<file path="src/hw/rtl/irts_pkg.sv">
`timescale 1ns / 1ps

package irts_pkg;

   localparam int TC_BITS = 4;
   localparam int MAX_THREADS = 8;
   localparam int DIM_BITS_DEFAULT = 16;

   localparam logic [TC_BITS-1:0] TC_LIMIT =
      TC_BITS'((MAX_THREADS < (2 ** TC_BITS) - 1) ? MAX_THREADS : (2 ** TC_BITS) - 1);

   typedef enum logic [1:0] {
      FRONT_IDLE,
      FRONT_DIVIDE,
      FRONT_PUSH
   } front_state_type;

   typedef enum logic {
      BACK_IDLE,
      BACK_EMIT
   } back_state_type;

endpackage

</file>
<file path="src/hw/rtl/irts_front.sv">
`timescale 1ns / 1ps

module irts_front #(
   parameter int DIM_BITS = irts_pkg::DIM_BITS_DEFAULT,
   parameter type task_type = logic
) (
   input  logic                         clock,
   input  logic                         reset,
   input  logic                         req_tvalid,
   output logic                         req_tready,
   input  logic [irts_pkg::TC_BITS-1:0] thread_count,
   input  logic [DIM_BITS-1:0]          image_height,
   input  logic [DIM_BITS-1:0]          image_width,
   output logic                         push,
   output task_type                     push_data,
   input  logic                         full
);
   import irts_pkg::*;

   localparam int CNT_BITS = (DIM_BITS > 1) ? $clog2(DIM_BITS) : 1;

   front_state_type state_ff, state_in;
   logic [TC_BITS-1:0]  n_ff, n_in;
   logic [DIM_BITS-1:0] h_ff, h_in, w_ff, w_in;
   logic [DIM_BITS-1:0] qh_ff, qh_in, qw_ff, qw_in;
   logic [TC_BITS-1:0]  rh_ff, rh_in, rw_ff, rw_in;
   logic [CNT_BITS-1:0] cnt_ff, cnt_in;

   logic [TC_BITS-1:0]  n_sat;
   logic [TC_BITS:0]    th, tw;
   logic                geh, gew;
   logic                accept, split_rows, count_zero;
   logic [DIM_BITS-1:0] quot;
   logic [TC_BITS-1:0]  rem, band_count;

   assign accept = req_tvalid && req_tready;

   always_comb begin
      n_sat = thread_count;
      if (thread_count == '0) begin
         n_sat = TC_BITS'(1);
      end else if (thread_count > TC_LIMIT) begin
         n_sat = TC_LIMIT;
      end
   end

   // One quotient bit per cycle for both dimensions.
   assign th  = {rh_ff, qh_ff[DIM_BITS-1]};
   assign tw  = {rw_ff, qw_ff[DIM_BITS-1]};
   assign geh = th >= {1'b0, n_ff};
   assign gew = tw >= {1'b0, n_ff};

   always_comb begin
      if (rh_ff == '0) begin
         split_rows = 1'b1;
      end else if (rw_ff == '0) begin
         split_rows = 1'b0;
      end else begin
         split_rows = h_ff > w_ff;
      end
   end

   assign quot       = split_rows ? qh_ff : qw_ff;
   assign rem        = split_rows ? rh_ff : rw_ff;
   assign band_count = (quot == '0) ? rem : n_ff;
   assign count_zero = band_count == '0;

   always_comb begin
      state_in = state_ff;
      case (state_ff)
         FRONT_IDLE: begin
            if (accept) begin
               state_in = FRONT_DIVIDE;
            end
         end
         FRONT_DIVIDE: begin
            if (cnt_ff == '0) begin
               state_in = FRONT_PUSH;
            end
         end
         FRONT_PUSH: begin
            if (count_zero || !full) begin
               state_in = FRONT_IDLE;
            end
         end
         default: state_in = FRONT_IDLE;
      endcase
   end

   always_comb begin
      req_tready = 1'b0;
      push       = 1'b0;
      case (state_ff)
         FRONT_IDLE:   req_tready = 1'b1;
         FRONT_DIVIDE: req_tready = 1'b0;
         FRONT_PUSH:   push = !count_zero && !full;
         default:      req_tready = 1'b0;
      endcase
   end

   always_comb begin
      push_data.split_rows   = split_rows;
      push_data.quotient     = quot;
      push_data.remainder    = rem;
      push_data.band_count   = band_count;
      push_data.image_height = h_ff;
      push_data.image_width  = w_ff;
   end

   always_comb begin
      n_in   = n_ff;
      h_in   = h_ff;
      w_in   = w_ff;
      qh_in  = qh_ff;
      qw_in  = qw_ff;
      rh_in  = rh_ff;
      rw_in  = rw_ff;
      cnt_in = cnt_ff;
      if (accept) begin
         n_in   = n_sat;
         h_in   = image_height;
         w_in   = image_width;
         qh_in  = image_height;
         qw_in  = image_width;
         rh_in  = '0;
         rw_in  = '0;
         cnt_in = CNT_BITS'(DIM_BITS - 1);
      end else if (state_ff == FRONT_DIVIDE) begin
         qh_in  = {qh_ff[DIM_BITS-2:0], geh};
         qw_in  = {qw_ff[DIM_BITS-2:0], gew};
         rh_in  = geh ? TC_BITS'(th - {1'b0, n_ff}) : th[TC_BITS-1:0];
         rw_in  = gew ? TC_BITS'(tw - {1'b0, n_ff}) : tw[TC_BITS-1:0];
         cnt_in = cnt_ff - CNT_BITS'(1);
      end
   end

   always_ff @(posedge clock) begin
      if (reset) begin
         state_ff <= FRONT_IDLE;
      end else begin
         state_ff <= state_in;
      end
      n_ff   <= n_in;
      h_ff   <= h_in;
      w_ff   <= w_in;
      qh_ff  <= qh_in;
      qw_ff  <= qw_in;
      rh_ff  <= rh_in;
      rw_ff  <= rw_in;
      cnt_ff <= cnt_in;
   end

endmodule

</file>
<file path="src/hw/rtl/irts_queue.sv">
`timescale 1ns / 1ps

module irts_queue #(
   parameter type task_type = logic
) (
   input  logic     clock,
   input  logic     reset,
   input  logic     push,
   input  task_type push_data,
   output logic     full,
   input  logic     pop,
   output task_type pop_data,
   output logic     empty
);

   task_type   slot_ff [2];
   logic       wr_ptr_ff, wr_ptr_in, rd_ptr_ff, rd_ptr_in;
   logic [1:0] fill_ff, fill_in;

   assign full     = fill_ff == 2'd2;
   assign empty    = fill_ff == 2'd0;
   assign pop_data = slot_ff[rd_ptr_ff];

   always_comb begin
      wr_ptr_in = push ? !wr_ptr_ff : wr_ptr_ff;
      rd_ptr_in = pop ? !rd_ptr_ff : rd_ptr_ff;
      fill_in   = fill_ff;
      if (push && !pop) begin
         fill_in = fill_ff + 2'd1;
      end else if (pop && !push) begin
         fill_in = fill_ff - 2'd1;
      end
   end

   always_ff @(posedge clock) begin
      if (reset) begin
         wr_ptr_ff <= 1'b0;
         rd_ptr_ff <= 1'b0;
         fill_ff   <= 2'd0;
      end else begin
         wr_ptr_ff <= wr_ptr_in;
         rd_ptr_ff <= rd_ptr_in;
         fill_ff   <= fill_in;
      end
      if (push) begin
         slot_ff[wr_ptr_ff] <= push_data;
      end
   end

endmodule

</file>
<file path="src/hw/rtl/irts_back.sv">
`timescale 1ns / 1ps

module irts_back #(
   parameter int DIM_BITS = irts_pkg::DIM_BITS_DEFAULT,
   parameter type task_type = logic
) (
   input  logic                clock,
   input  logic                reset,
   input  logic                empty,
   input  task_type            pop_data,
   output logic                pop,
   output logic                rsp_tvalid,
   input  logic                rsp_tready,
   output logic [DIM_BITS-1:0] top_row,
   output logic [DIM_BITS-1:0] left_column,
   output logic [DIM_BITS-1:0] row_count,
   output logic [DIM_BITS-1:0] column_count,
   output logic                last_region
);
   import irts_pkg::*;

   back_state_type      state_ff, state_in;
   task_type            task_ff, task_in;
   logic [TC_BITS-1:0]  idx_ff, idx_in;
   logic [DIM_BITS-1:0] pos_ff, pos_in;
   logic                valid_ff, valid_in;
   logic [DIM_BITS-1:0] top_ff, top_in, left_ff, left_in;
   logic [DIM_BITS-1:0] rows_ff, rows_in, cols_ff, cols_in;
   logic                last_ff, last_in;

   logic                out_free, emit, last_band;
   logic [DIM_BITS-1:0] part;

   assign out_free  = !valid_ff || rsp_tready;
   assign last_band = idx_ff == task_ff.band_count - TC_BITS'(1);
   assign part      = task_ff.quotient +
                      DIM_BITS'(idx_ff < task_ff.remainder);

   always_comb begin
      state_in = state_ff;
      case (state_ff)
         BACK_IDLE: begin
            if (!empty) begin
               state_in = BACK_EMIT;
            end
         end
         BACK_EMIT: begin
            if (out_free && last_band) begin
               state_in = BACK_IDLE;
            end
         end
         default: state_in = BACK_IDLE;
      endcase
   end

   always_comb begin
      pop  = 1'b0;
      emit = 1'b0;
      case (state_ff)
         BACK_IDLE: pop = !empty;
         BACK_EMIT: emit = out_free;
         default:   pop = 1'b0;
      endcase
   end

   always_comb begin
      task_in  = task_ff;
      idx_in   = idx_ff;
      pos_in   = pos_ff;
      valid_in = rsp_tready ? 1'b0 : valid_ff;
      top_in   = top_ff;
      left_in  = left_ff;
      rows_in  = rows_ff;
      cols_in  = cols_ff;
      last_in  = last_ff;
      if (pop) begin
         task_in = pop_data;
         idx_in  = '0;
         pos_in  = '0;
      end
      if (emit) begin
         idx_in   = idx_ff + TC_BITS'(1);
         pos_in   = pos_ff + part;
         valid_in = 1'b1;
         last_in  = last_band;
         if (task_ff.split_rows) begin
            top_in  = pos_ff;
            left_in = '0;
            rows_in = part;
            cols_in = task_ff.image_width;
         end else begin
            top_in  = '0;
            left_in = pos_ff;
            rows_in = task_ff.image_height;
            cols_in = part;
         end
      end
   end

   always_ff @(posedge clock) begin
      if (reset) begin
         state_ff <= BACK_IDLE;
         valid_ff <= 1'b0;
      end else begin
         state_ff <= state_in;
         valid_ff <= valid_in;
      end
      task_ff <= task_in;
      idx_ff  <= idx_in;
      pos_ff  <= pos_in;
      top_ff  <= top_in;
      left_ff <= left_in;
      rows_ff <= rows_in;
      cols_ff <= cols_in;
      last_ff <= last_in;
   end

   assign rsp_tvalid   = valid_ff;
   assign top_row      = top_ff;
   assign left_column  = left_ff;
   assign row_count    = rows_ff;
   assign column_count = cols_ff;
   assign last_region  = last_ff;

endmodule

</file>
<file path="src/hw/rtl/image_region_thread_splitter.sv">
`timescale 1ns / 1ps

// Splits an image of the given height and width into up to thread_count bands along one
// dimension (a zero thread_count counts as one, and at most 8 bands are made) and returns
// one rectangle transaction per nonempty band, the final one with tlast set. The front end
// uses a radix-2 divider that forms one quotient bit per cycle for height and width
// together; after it loads each task from the queue, the back end returns one rectangle
// per cycle while rsp_tready does not stall it. A two-entry queue between them lets the
// next request divide while the previous one is still being returned.

module image_region_thread_splitter #(
   parameter int DIM_BITS = irts_pkg::DIM_BITS_DEFAULT
) (
   input  logic                                                 clock,
   input  logic                                                 reset,
   input  logic                                                 req_tvalid,
   output logic                                                 req_tready,
   // thread_count, image_height, image_width, zero fill
   input  logic [((irts_pkg::TC_BITS + 2 * DIM_BITS + 7) / 8) * 8 - 1:0] req_tdata,
   output logic                                                 rsp_tvalid,
   input  logic                                                 rsp_tready,
   // top_row, left_column, row_count, column_count, zero fill
   output logic [((4 * DIM_BITS + 7) / 8) * 8 - 1:0]            rsp_tdata,
   output logic                                                 rsp_tlast
);
   import irts_pkg::*;

   localparam int RSP_BITS = ((4 * DIM_BITS + 7) / 8) * 8;

   typedef struct packed {
      logic                split_rows;
      logic [DIM_BITS-1:0] quotient;
      logic [TC_BITS-1:0]  remainder;
      logic [TC_BITS-1:0]  band_count;
      logic [DIM_BITS-1:0] image_height;
      logic [DIM_BITS-1:0] image_width;
   } task_type;

   logic     push, full, pop, empty;
   task_type push_data, pop_data;
   logic [DIM_BITS-1:0] top_row, left_column, row_count, column_count;

   irts_front #(
      .DIM_BITS  (DIM_BITS),
      .task_type (task_type)
   ) u_front (
      .clock        (clock),
      .reset        (reset),
      .req_tvalid   (req_tvalid),
      .req_tready   (req_tready),
      .thread_count (req_tdata[TC_BITS-1:0]),
      .image_height (req_tdata[TC_BITS+DIM_BITS-1:TC_BITS]),
      .image_width  (req_tdata[TC_BITS+2*DIM_BITS-1:TC_BITS+DIM_BITS]),
      .push         (push),
      .push_data    (push_data),
      .full         (full)
   );

   irts_queue #(
      .task_type (task_type)
   ) u_queue (
      .clock     (clock),
      .reset     (reset),
      .push      (push),
      .push_data (push_data),
      .full      (full),
      .pop       (pop),
      .pop_data  (pop_data),
      .empty     (empty)
   );

   irts_back #(
      .DIM_BITS  (DIM_BITS),
      .task_type (task_type)
   ) u_back (
      .clock        (clock),
      .reset        (reset),
      .empty        (empty),
      .pop_data     (pop_data),
      .pop          (pop),
      .rsp_tvalid   (rsp_tvalid),
      .rsp_tready   (rsp_tready),
      .top_row      (top_row),
      .left_column  (left_column),
      .row_count    (row_count),
      .column_count (column_count),
      .last_region  (rsp_tlast)
   );

   assign rsp_tdata = RSP_BITS'({column_count, row_count, left_column, top_row});

endmodule

</file>
<file path="config.mk">
export PLATFORM = sky130hd
export DESIGN_NAME = image_region_thread_splitter
export DESIGN_NICKNAME = d
export VERILOG_FILES = /design/src/hw/rtl/irts_pkg.sv /design/src/hw/rtl/irts_front.sv /design/src/hw/rtl/irts_queue.sv /design/src/hw/rtl/irts_back.sv /design/src/hw/rtl/image_region_thread_splitter.sv
export SDC_FILE = /design/constraint.sdc
export NUM_CORES = 1
export LEC_CHECK = 0
export ABC_AREA = 1
export BUFFER_PORTS_ARGS = -buffer_cell sky130_fd_sc_hd__buf_4
export CAP_MARGIN = 20
export CORE_ASPECT_RATIO = 1.4
export CORE_MARGIN = 2
export CORE_UTILIZATION = 50
export DETAILED_ROUTE_END_ITERATION = 12
export PLACE_DENSITY = 0.65
export SYNTH_ARGS = -nofsm -noshare
export SYNTH_HDL_FRONTEND = slang
export SYNTH_SLANG_ARGS = --single-unit
</file>
<file path="constraint.sdc">
create_clock -name clock -period 6.18 [get_ports clock]
set_clock_uncertainty 0.1 [all_clocks]
set_input_delay 0.618 -clock clock [delete_from_list [all_inputs] [get_ports clock]]
set_output_delay 0.618 -clock clock [all_outputs]
set_load 0.005 [all_outputs]
</file>
==> out/results.tsv, run 1 <==
metric	value	unit
ios	111	
die-area	30800	um2
grt_pass1_wl	41800	um
holdPathEnd	u_front.w_ff[9]	
dp_hpwl	18000	um
pwr_density_cell	481	nW/um2
tightest_slew	1.02	ns
cts_resized	0	
grt-ovfl-total	0	
fin_total_pwr	8120	uW
syn_area	14700	um2
io_buffers	106	
run_status	finished, final reports clean	
period_minus_slack	4.74	ns
grt_pass1_vias	8459	
core-area	29100	um2
crit_top_cell	o21ai_0	
rsz0062_at_grt	false	
criticalPathCategory	reg2reg	
place.gp.congestion	0.819	
synthFlopType	edfxtp_1	
numClockSinks	344	
die_w	149	um
final.period_utilization	0.766	
start_util	0.505	
fin_util	0.581	
p_int	5400	uW
setup_viol	0	
route.detailed.drc	0	
wl	26000	um
p_switching	2720	uW
clk_latency	0.57	ns
ys_seq_area_frac	0.690	
critPathSlowestCell	edfxtp_1	
critPathTopFamily	compound AO/OA/AOI/OAI gates	
timing.final.ws_setup	1.44	ns
synth_cell_type_count	42	
vias	8826	
grt_max_degree	72	
sw_frac_of_total	0.335	
vias_per_cell	4.89	
cts_tree	built	
cp_data_arrival_time	4.95	ns
path_clk_slew	0.07	ns
netlist_instances	1290	
drt_iter0_markers	563	
seq_area	10100	um2
critical_path.cell_chain	ha_1 > o21ai_0 > nand2_1 > a21o_1 > a21oi_1 > ha_1 > ha_1 > nand4_1 > nand2_1 > inv_1 > ha_1 > nand2_1 > o21ai_0 > inv_1 > o21ai_0 > inv_1 > o21a_1 > o21ai_0 > a21o_1 > a21oi_1 > o21ai_0 > a21oi_1	
min_from	req_tdata[29]	
fin_nets	1497	
slew_violations	0	
grt_antenna_before_repair	0	
firstDrtPassIters	7	
cts_setup_buffers	0	
maxCapViolations	0	
worstSetupPathDepth	22	
synth-edff-count	324	
diodes	0	
cts-root-buf	clkbuf_16	
r2r-start	u_back.idx_ff[1]	
cp_max_fo	4	
cts-buffers-inserted	31	
wire_per_inst	14.4	um
worstHoldPathCells	1	
fillCellCount	2379	
slew_headroom	0.321	
postSynthNetCount	1385	
combPwrFrac	0.312	
crit_path_start_kind	flop	
p_leak	0.00712	uW
htreeDepth	1	
seqPwrFrac	0.454	
avgSynthCellArea	11.4	um2
irDropWorstVdd	0.255	mV
cp-end-kind	flop	
postSynth.asyncResetShare	0	
multi_input_area	3900	um2
place_ws	1.51	ns
r2r_cells	22	
fmax	211	MHz
finalHoldViolCount	0	
worst-path-buf-inv	3	
power.share.clock	0.234	
grt_use_total	0.170	
hold_path.class	in2reg	
clock_path_buffers	3	
fin_setup_tns	0	ns
detail-route-antenna-nets	0	
cp_data_required_time	6.40	ns
layout-drive-gt1-share	0.148	
r2r_end	u_back.pos_ff[14]	
row_count	74	
ys_seq_elements	344	
area_growth	15.0	%
die_y	207	um
r2r_slack	1.44	ns
ctsHoldBuffers	0	
yosysWarnings	0	
critPathMaxStageDelay	0.46	ns
-- cell usage after synthesis (3+ instances only) --
cell | instances | area (um2)
nand2_1 | 424 | 1590
dfxtp_1 | 20 | 400
inv_1 | 132 | 495
fa_1 | 3 | 60.1
buf_1 | 3 | 11.3
a21o_1 | 3 | 22.5
a21oi_1 | 45 | 225
nand2_2 | 21 | 131
nor2_1 | 60 | 225
xor2_1 | 12 | 105
o21a_1 | 4 | 30.0
nand4_1 | 6 | 37.5
edfxtp_1 | 324 | 9730
nor3_1 | 4 | 20.0
clkbuf_1 | 30 | 113
o21ai_0 | 69 | 345
nor2_2 | 6 | 37.5
nand3_1 | 33 | 165
xnor2_1 | 7 | 61.3
nand2_4 | 4 | 45.0
inv_2 | 5 | 18.8
ha_1 | 48 | 601
-- placed cells by master, fill, tap and decap left out, drive strengths merged, types with 3 or more instances in the layout --
master | Yosys | routed
nand3 | 34 | 34
a21oi | 45 | 45
clkinv | 0 | 11
inv | 137 | 139
bufinv | 0 | 4
xnor2 | 7 | 7
a21o | 3 | 3
ha | 48 | 48
nor2 | 68 | 68
edfxtp | 324 | 324
fa | 3 | 3
nand4 | 7 | 7
nand2 | 449 | 449
xor2 | 12 | 12
dfxtp | 20 | 20
clkinvlp | 0 | 3
o21a | 4 | 4
buf | 6 | 115
o21ai | 71 | 71
nor3 | 4 | 4
clkbuf | 30 | 35
-- power groups by stage --
stage / clock, uW / sequential (uW) / combinational [uW]
2_1_floorplan: 0 / 3700 / 1780
3_3_place_gp: 0 / 3730 / 2470
3_5_place_dp: 0 / 3740 / 2550
4_1_cts: 1950 / 3700 / 2560
5_1_grt: 2020 / 3750 / 2930
6_report: 1900 / 3690 / 2530
-- cells by family (layout without fill, tap and decap cells) --
| group | Yosys count | in the layout | synth area share |
|---|---|---|---|
| and+or+nand+nor | 568 | 568 | 0.160 |
| DFF | 344 | 344 | 0.690 |
| buffers and inverters | 173 | 307 | 0.0453 |
| AOI/OAI and AO/OA | 135 | 135 | 0.0492 |
| adders and majority gates | 51 | 51 | 0.0450 |
| xor gates and xnor gates | 19 | 19 | 0.0113 |
-- registers in the layout (all words and copies together) (netlist names), 4 cells and up --
register,flops
u_back.left_column,16
u_front.rh_ff,4
u_front.h_ff,16
u_front.qh_ff,16
u_back.row_count,16
u_back.task_ff,57
u_front.n_ff,4
u_back.pos_ff,16
u_front.qw_ff,16
u_queue.slot_ff,114
u_front.w_ff,16
u_back.top_row,16
u_front.rw_ff,4
u_front.cnt_ff,4
u_back.column_count,16
u_back.idx_ff,4
-- layout make-up --
cell class / count / share of cell area
Clock buffer: 35 / 0.0468
Multi-Input combinational cell: 773 / 0.231
Timing Repair Buffer: 115 / 0.0511
Sequential cell: 344 / 0.600
Clock inverter: 20 / 0.0128
Inverter: 137 / 0.0304
Tap cell: 380 / 0.0281
-- worst max-delay path by stage --
| stage | from | endpoint |
|---|---|---|
| finish | u_back.idx_ff[1] | u_back.pos_ff[14] |
| global route | u_back.idx_ff[1] | u_back.pos_ff[14] |
| detailed placement | u_back.idx_ff[1] | u_back.pos_ff[14] |
| global placement | u_back.idx_ff[1] | u_back.pos_ff[14] |
| floorplan | u_front.h_ff[15] | u_queue.slot_ff[0][0] |
| CTS | u_back.idx_ff[1] | u_back.pos_ff[14] |
-- per-layer routing --
layer,track usage,vias up,routed length (um)
met1,0.220,4035,11300
met3,0.0215,52,1120
met5,0,-,0
li1,-,4552,-
met2,0.294,187,12700
met4,0.0680,0,848
-- stage by stage --
| stage | hold slack (ns) | instance area [um2] | instances |
|---|---|---|---|
| 2_1_floorplan | 0.345 | 14700 | 1290 |
| 3_3_place_gp | 0.357 | 15900 | 1749 |
| 3_5_place_dp | 0.369 | 15900 | 1749 |
| 4_1_cts | 0.103 | 16900 | 1804 |
| 5_1_grt | 0.112 | 16900 | 1804 |
| 6_report | 0.133 | 16900 | 1804 |
(Power assumes the default switching activity.)
==> inputs of run 2 (changes only) <==
--- a/config.mk
+++ b/config.mk
@@ -12,7 +12,7 @@
 export CORE_MARGIN = 2
 export CORE_UTILIZATION = 50
 export DETAILED_ROUTE_END_ITERATION = 12
-export PLACE_DENSITY = 0.65
+export PLACE_DENSITY = 0.68
 export SYNTH_ARGS = -nofsm -noshare
 export SYNTH_HDL_FRONTEND = slang
 export SYNTH_SLANG_ARGS = --single-unit
==> constraint.sdc (replaced) <==
create_clock -name clock -period 4.1 [get_ports clock]
set_clock_uncertainty 0.1 [all_clocks]
set_input_delay 0.41 -clock clock [delete_from_list [all_inputs] [get_ports clock]]
set_output_delay 0.41 -clock clock [all_outputs]
set_load 0.005 [all_outputs]
==> out/results.tsv, run 2 (same netlist as run 1, synthesis figures left out) <==
metric	value	unit	change
pwr_density_cell	730	nW/um2	+52%
slew_headroom	0.318		-0.00277
final_cell_area	17900	um2	+5.8%
crit_path_start_kind	flop		
die-area	30800	um2	unchanged
p_switching	4380	uW	+61%
io_buffers	106		unchanged
vias_per_cell	4.90		+0.11%
cp_max_fo	41		+37
path_clk_slew	0.06	ns	about the same
grt_pass1_vias	8738		+3.3%
irDropWorstVdd	0.477	mV	+87%
start_util	0.505		unchanged
drt_iter0_markers	593		+5.3%
seqPwrFrac	0.428		-0.026
cp_data_arrival_time	4.09	ns	-0.86 ns
row_count	74		unchanged
rsz0062_at_grt	true		
die_y	207	um	unchanged
min_from	rsp_tready		
clock_path_buffers	3		unchanged
regMostFlops	u_queue.slot_ff		
place.gp.congestion	0.847		+3.4%
dpl.cell_count	1786		+2.1%
route.detailed.drc	0		unchanged
layout-drive-gt1-share	0.198		+0.0498
final_common_cell	nand2_1		
worst-path-buf-inv	4		+1
criticalPathCategory	reg2reg		
cts-buffers-inserted	31		unchanged
r2r-start	u_front.h_ff[11]		
cp-end-kind	flop		
grt_max_degree	66		-8.3%
largest_registers	u_queue.slot_ff (114), u_back.task_ff (57)		
final_cell_mix	nand2_1, edfxtp_1, buf_4		
fin_total_pwr	13000	uW	+60%
dpl-instance-area	16200	um2	+1.9%
sw_frac_of_total	0.336		+0.000793
r2r_end	u_queue.slot_ff[0][24]		
cts-root-buf	clkbuf_16		
grt_antenna_before_repair	0		unchanged
r2r_slack	0.15	ns	-1.29 ns
critPathTopFamily	simple AND/OR/NAND/NOR gates		
wl	26900	um	+3.6%
setup_viol	0		unchanged
firstDrtPassIters	5		-2
critPathSlowestCell	edfxtp_1		
holdPathEnd	u_back.rsp_tvalid		
fmax	253	MHz	+20%
area_growth	21.6	%	
detail-route-antenna-nets	0		unchanged
grt_use_total	0.174		+0.00371
fin_nets	1583		+5.7%
grt-ovfl-total	0		unchanged
crit_top_cell	nand2_1		
fillCellCount	2336		-1.8%
worstHoldPathCells	4		+3
core-area	29100	um2	unchanged
period_minus_slack	3.95	ns	-0.790 ns
fin_setup_tns	0	ns	unchanged
p_int	8650	uW	+60%
slew_violations	0		unchanged
final.period_utilization	0.963		+0.196
critical_path.cell_chain	ha_4 > nand4_1 > nor2_2 > nand2_1 > nand2_1 > nand2_4 > buf_4 > nand3_1 > nand2_1 > nor2_1 > nand2_1 > nor2_4 > buf_4 > nand3_1 > nand2_1 > nor2_2 > nand2_2 > nand2_1 > buf_4 > nor2_4 > buf_12		
combPwrFrac	0.358		+0.046
dp_hpwl	18400	um	+2.1%
htreeDepth	1		unchanged
hold_path.class	in2reg		
power.share.clock	0.214		-0.020
clk_latency	0.57	ns	about the same
tightest_slew	1.02	ns	+0.00416 ns
vias	9257		+4.9%
cp_data_required_time	4.25	ns	-2.15 ns
numClockSinks	344		unchanged
run_status	finished, final reports clean		
critPathMaxStageDelay	0.45	ns	about the same
final_cells	1890		+4.8%
p_leak	0.00751	uW	+5.6%
wire_per_inst	14.2	um	-1.1%
maxCapViolations	0		unchanged
largest_reg_flops	114		unchanged
diodes	0		unchanged
r2r_cells	21		-4.5%
grt_pass1_wl	42500	um	+1.5%
finalHoldViolCount	0		unchanged
cts_tree	built		
ios	111		unchanged
die_w	149	um	unchanged
==> run 2: repair_timing <==
item / CTS / global route
pin swaps: 0 / 18
endpoints found under the setup margin: 3 / 92
resized for setup: 3 / 53
setup buffers: 0 / 15
endpoints found under the hold margin: 42 / 0
hold buffers: 34 / 0
==> run 2: per-stage QoR <==
step	utilization	setup WS (ns)	hold slack, ns
2_1_floorplan	-	0.237	0.345
3_3_place_gp	0.557	0.00543	0.359
3_5_place_dp	0.557	-0.0473	0.366
4_1_cts	0.602	0.00491	0.00244
5_1_grt	0.615	-0.0934	0.0264
6_report	0.615	0.153	0.0322
==> run 2: worst max-delay path by stage <==
stage               depth (start not counted)             start                      to
detailed placement                         23  u_back.idx_ff[1]       u_back.pos_ff[15]
global placement                           23  u_back.idx_ff[1]       u_back.pos_ff[15]
CTS                                        23  u_back.idx_ff[1]       u_back.pos_ff[15]
floorplan                                  20  u_front.h_ff[15]   u_queue.slot_ff[1][0]
finish                                     21  u_front.h_ff[11]  u_queue.slot_ff[0][24]
global route                               22  u_back.idx_ff[1]       u_back.pos_ff[15]
==> run 2: power by group through the flow <==
stage	clock network [uW]	logic [uW]	registers, uW
2_1_floorplan	0	2680	5570
3_3_place_gp	0	4110	5600
3_5_place_dp	0	4240	5630
4_1_cts	2850	4290	5560
5_1_grt	2990	5270	5660
6_report	2790	4670	5570
==> run 2: final cells by class <==
class	count	area [um2]	share of cell area
clock inverters	19	183	0.0102
repair buffers	201	1620	0.0906
inverters	137	514	0.0288
clock buffers	36	795	0.0445
multi-input cells	773	4150	0.232
well taps	380	475	0.0266
flip-flops and latches	344	10100	0.567
==> run 2: tightest hold or removal path: cells and delay by family <==
| kind | cells | cell delay [ns] |
|---|---|---|
| AO/OA/AOI/OAI | 1 | 0.06 |
| AND/OR/NAND/NOR | 1 | 0.07 |
| buffers and inverters | 2 | 0.11 |
==> run 2: per-layer routing <==
metal | track usage | vias to the layer above | part of all wire
li1 | - | 4720 | -
met4 | 0.0867 | 0 | 0.041
met1 | 0.218 | 4247 | 0.42
met2 | 0.300 | 234 | 0.49
met5 | 0 | - | 0
met3 | 0.0224 | 56 | 0.043
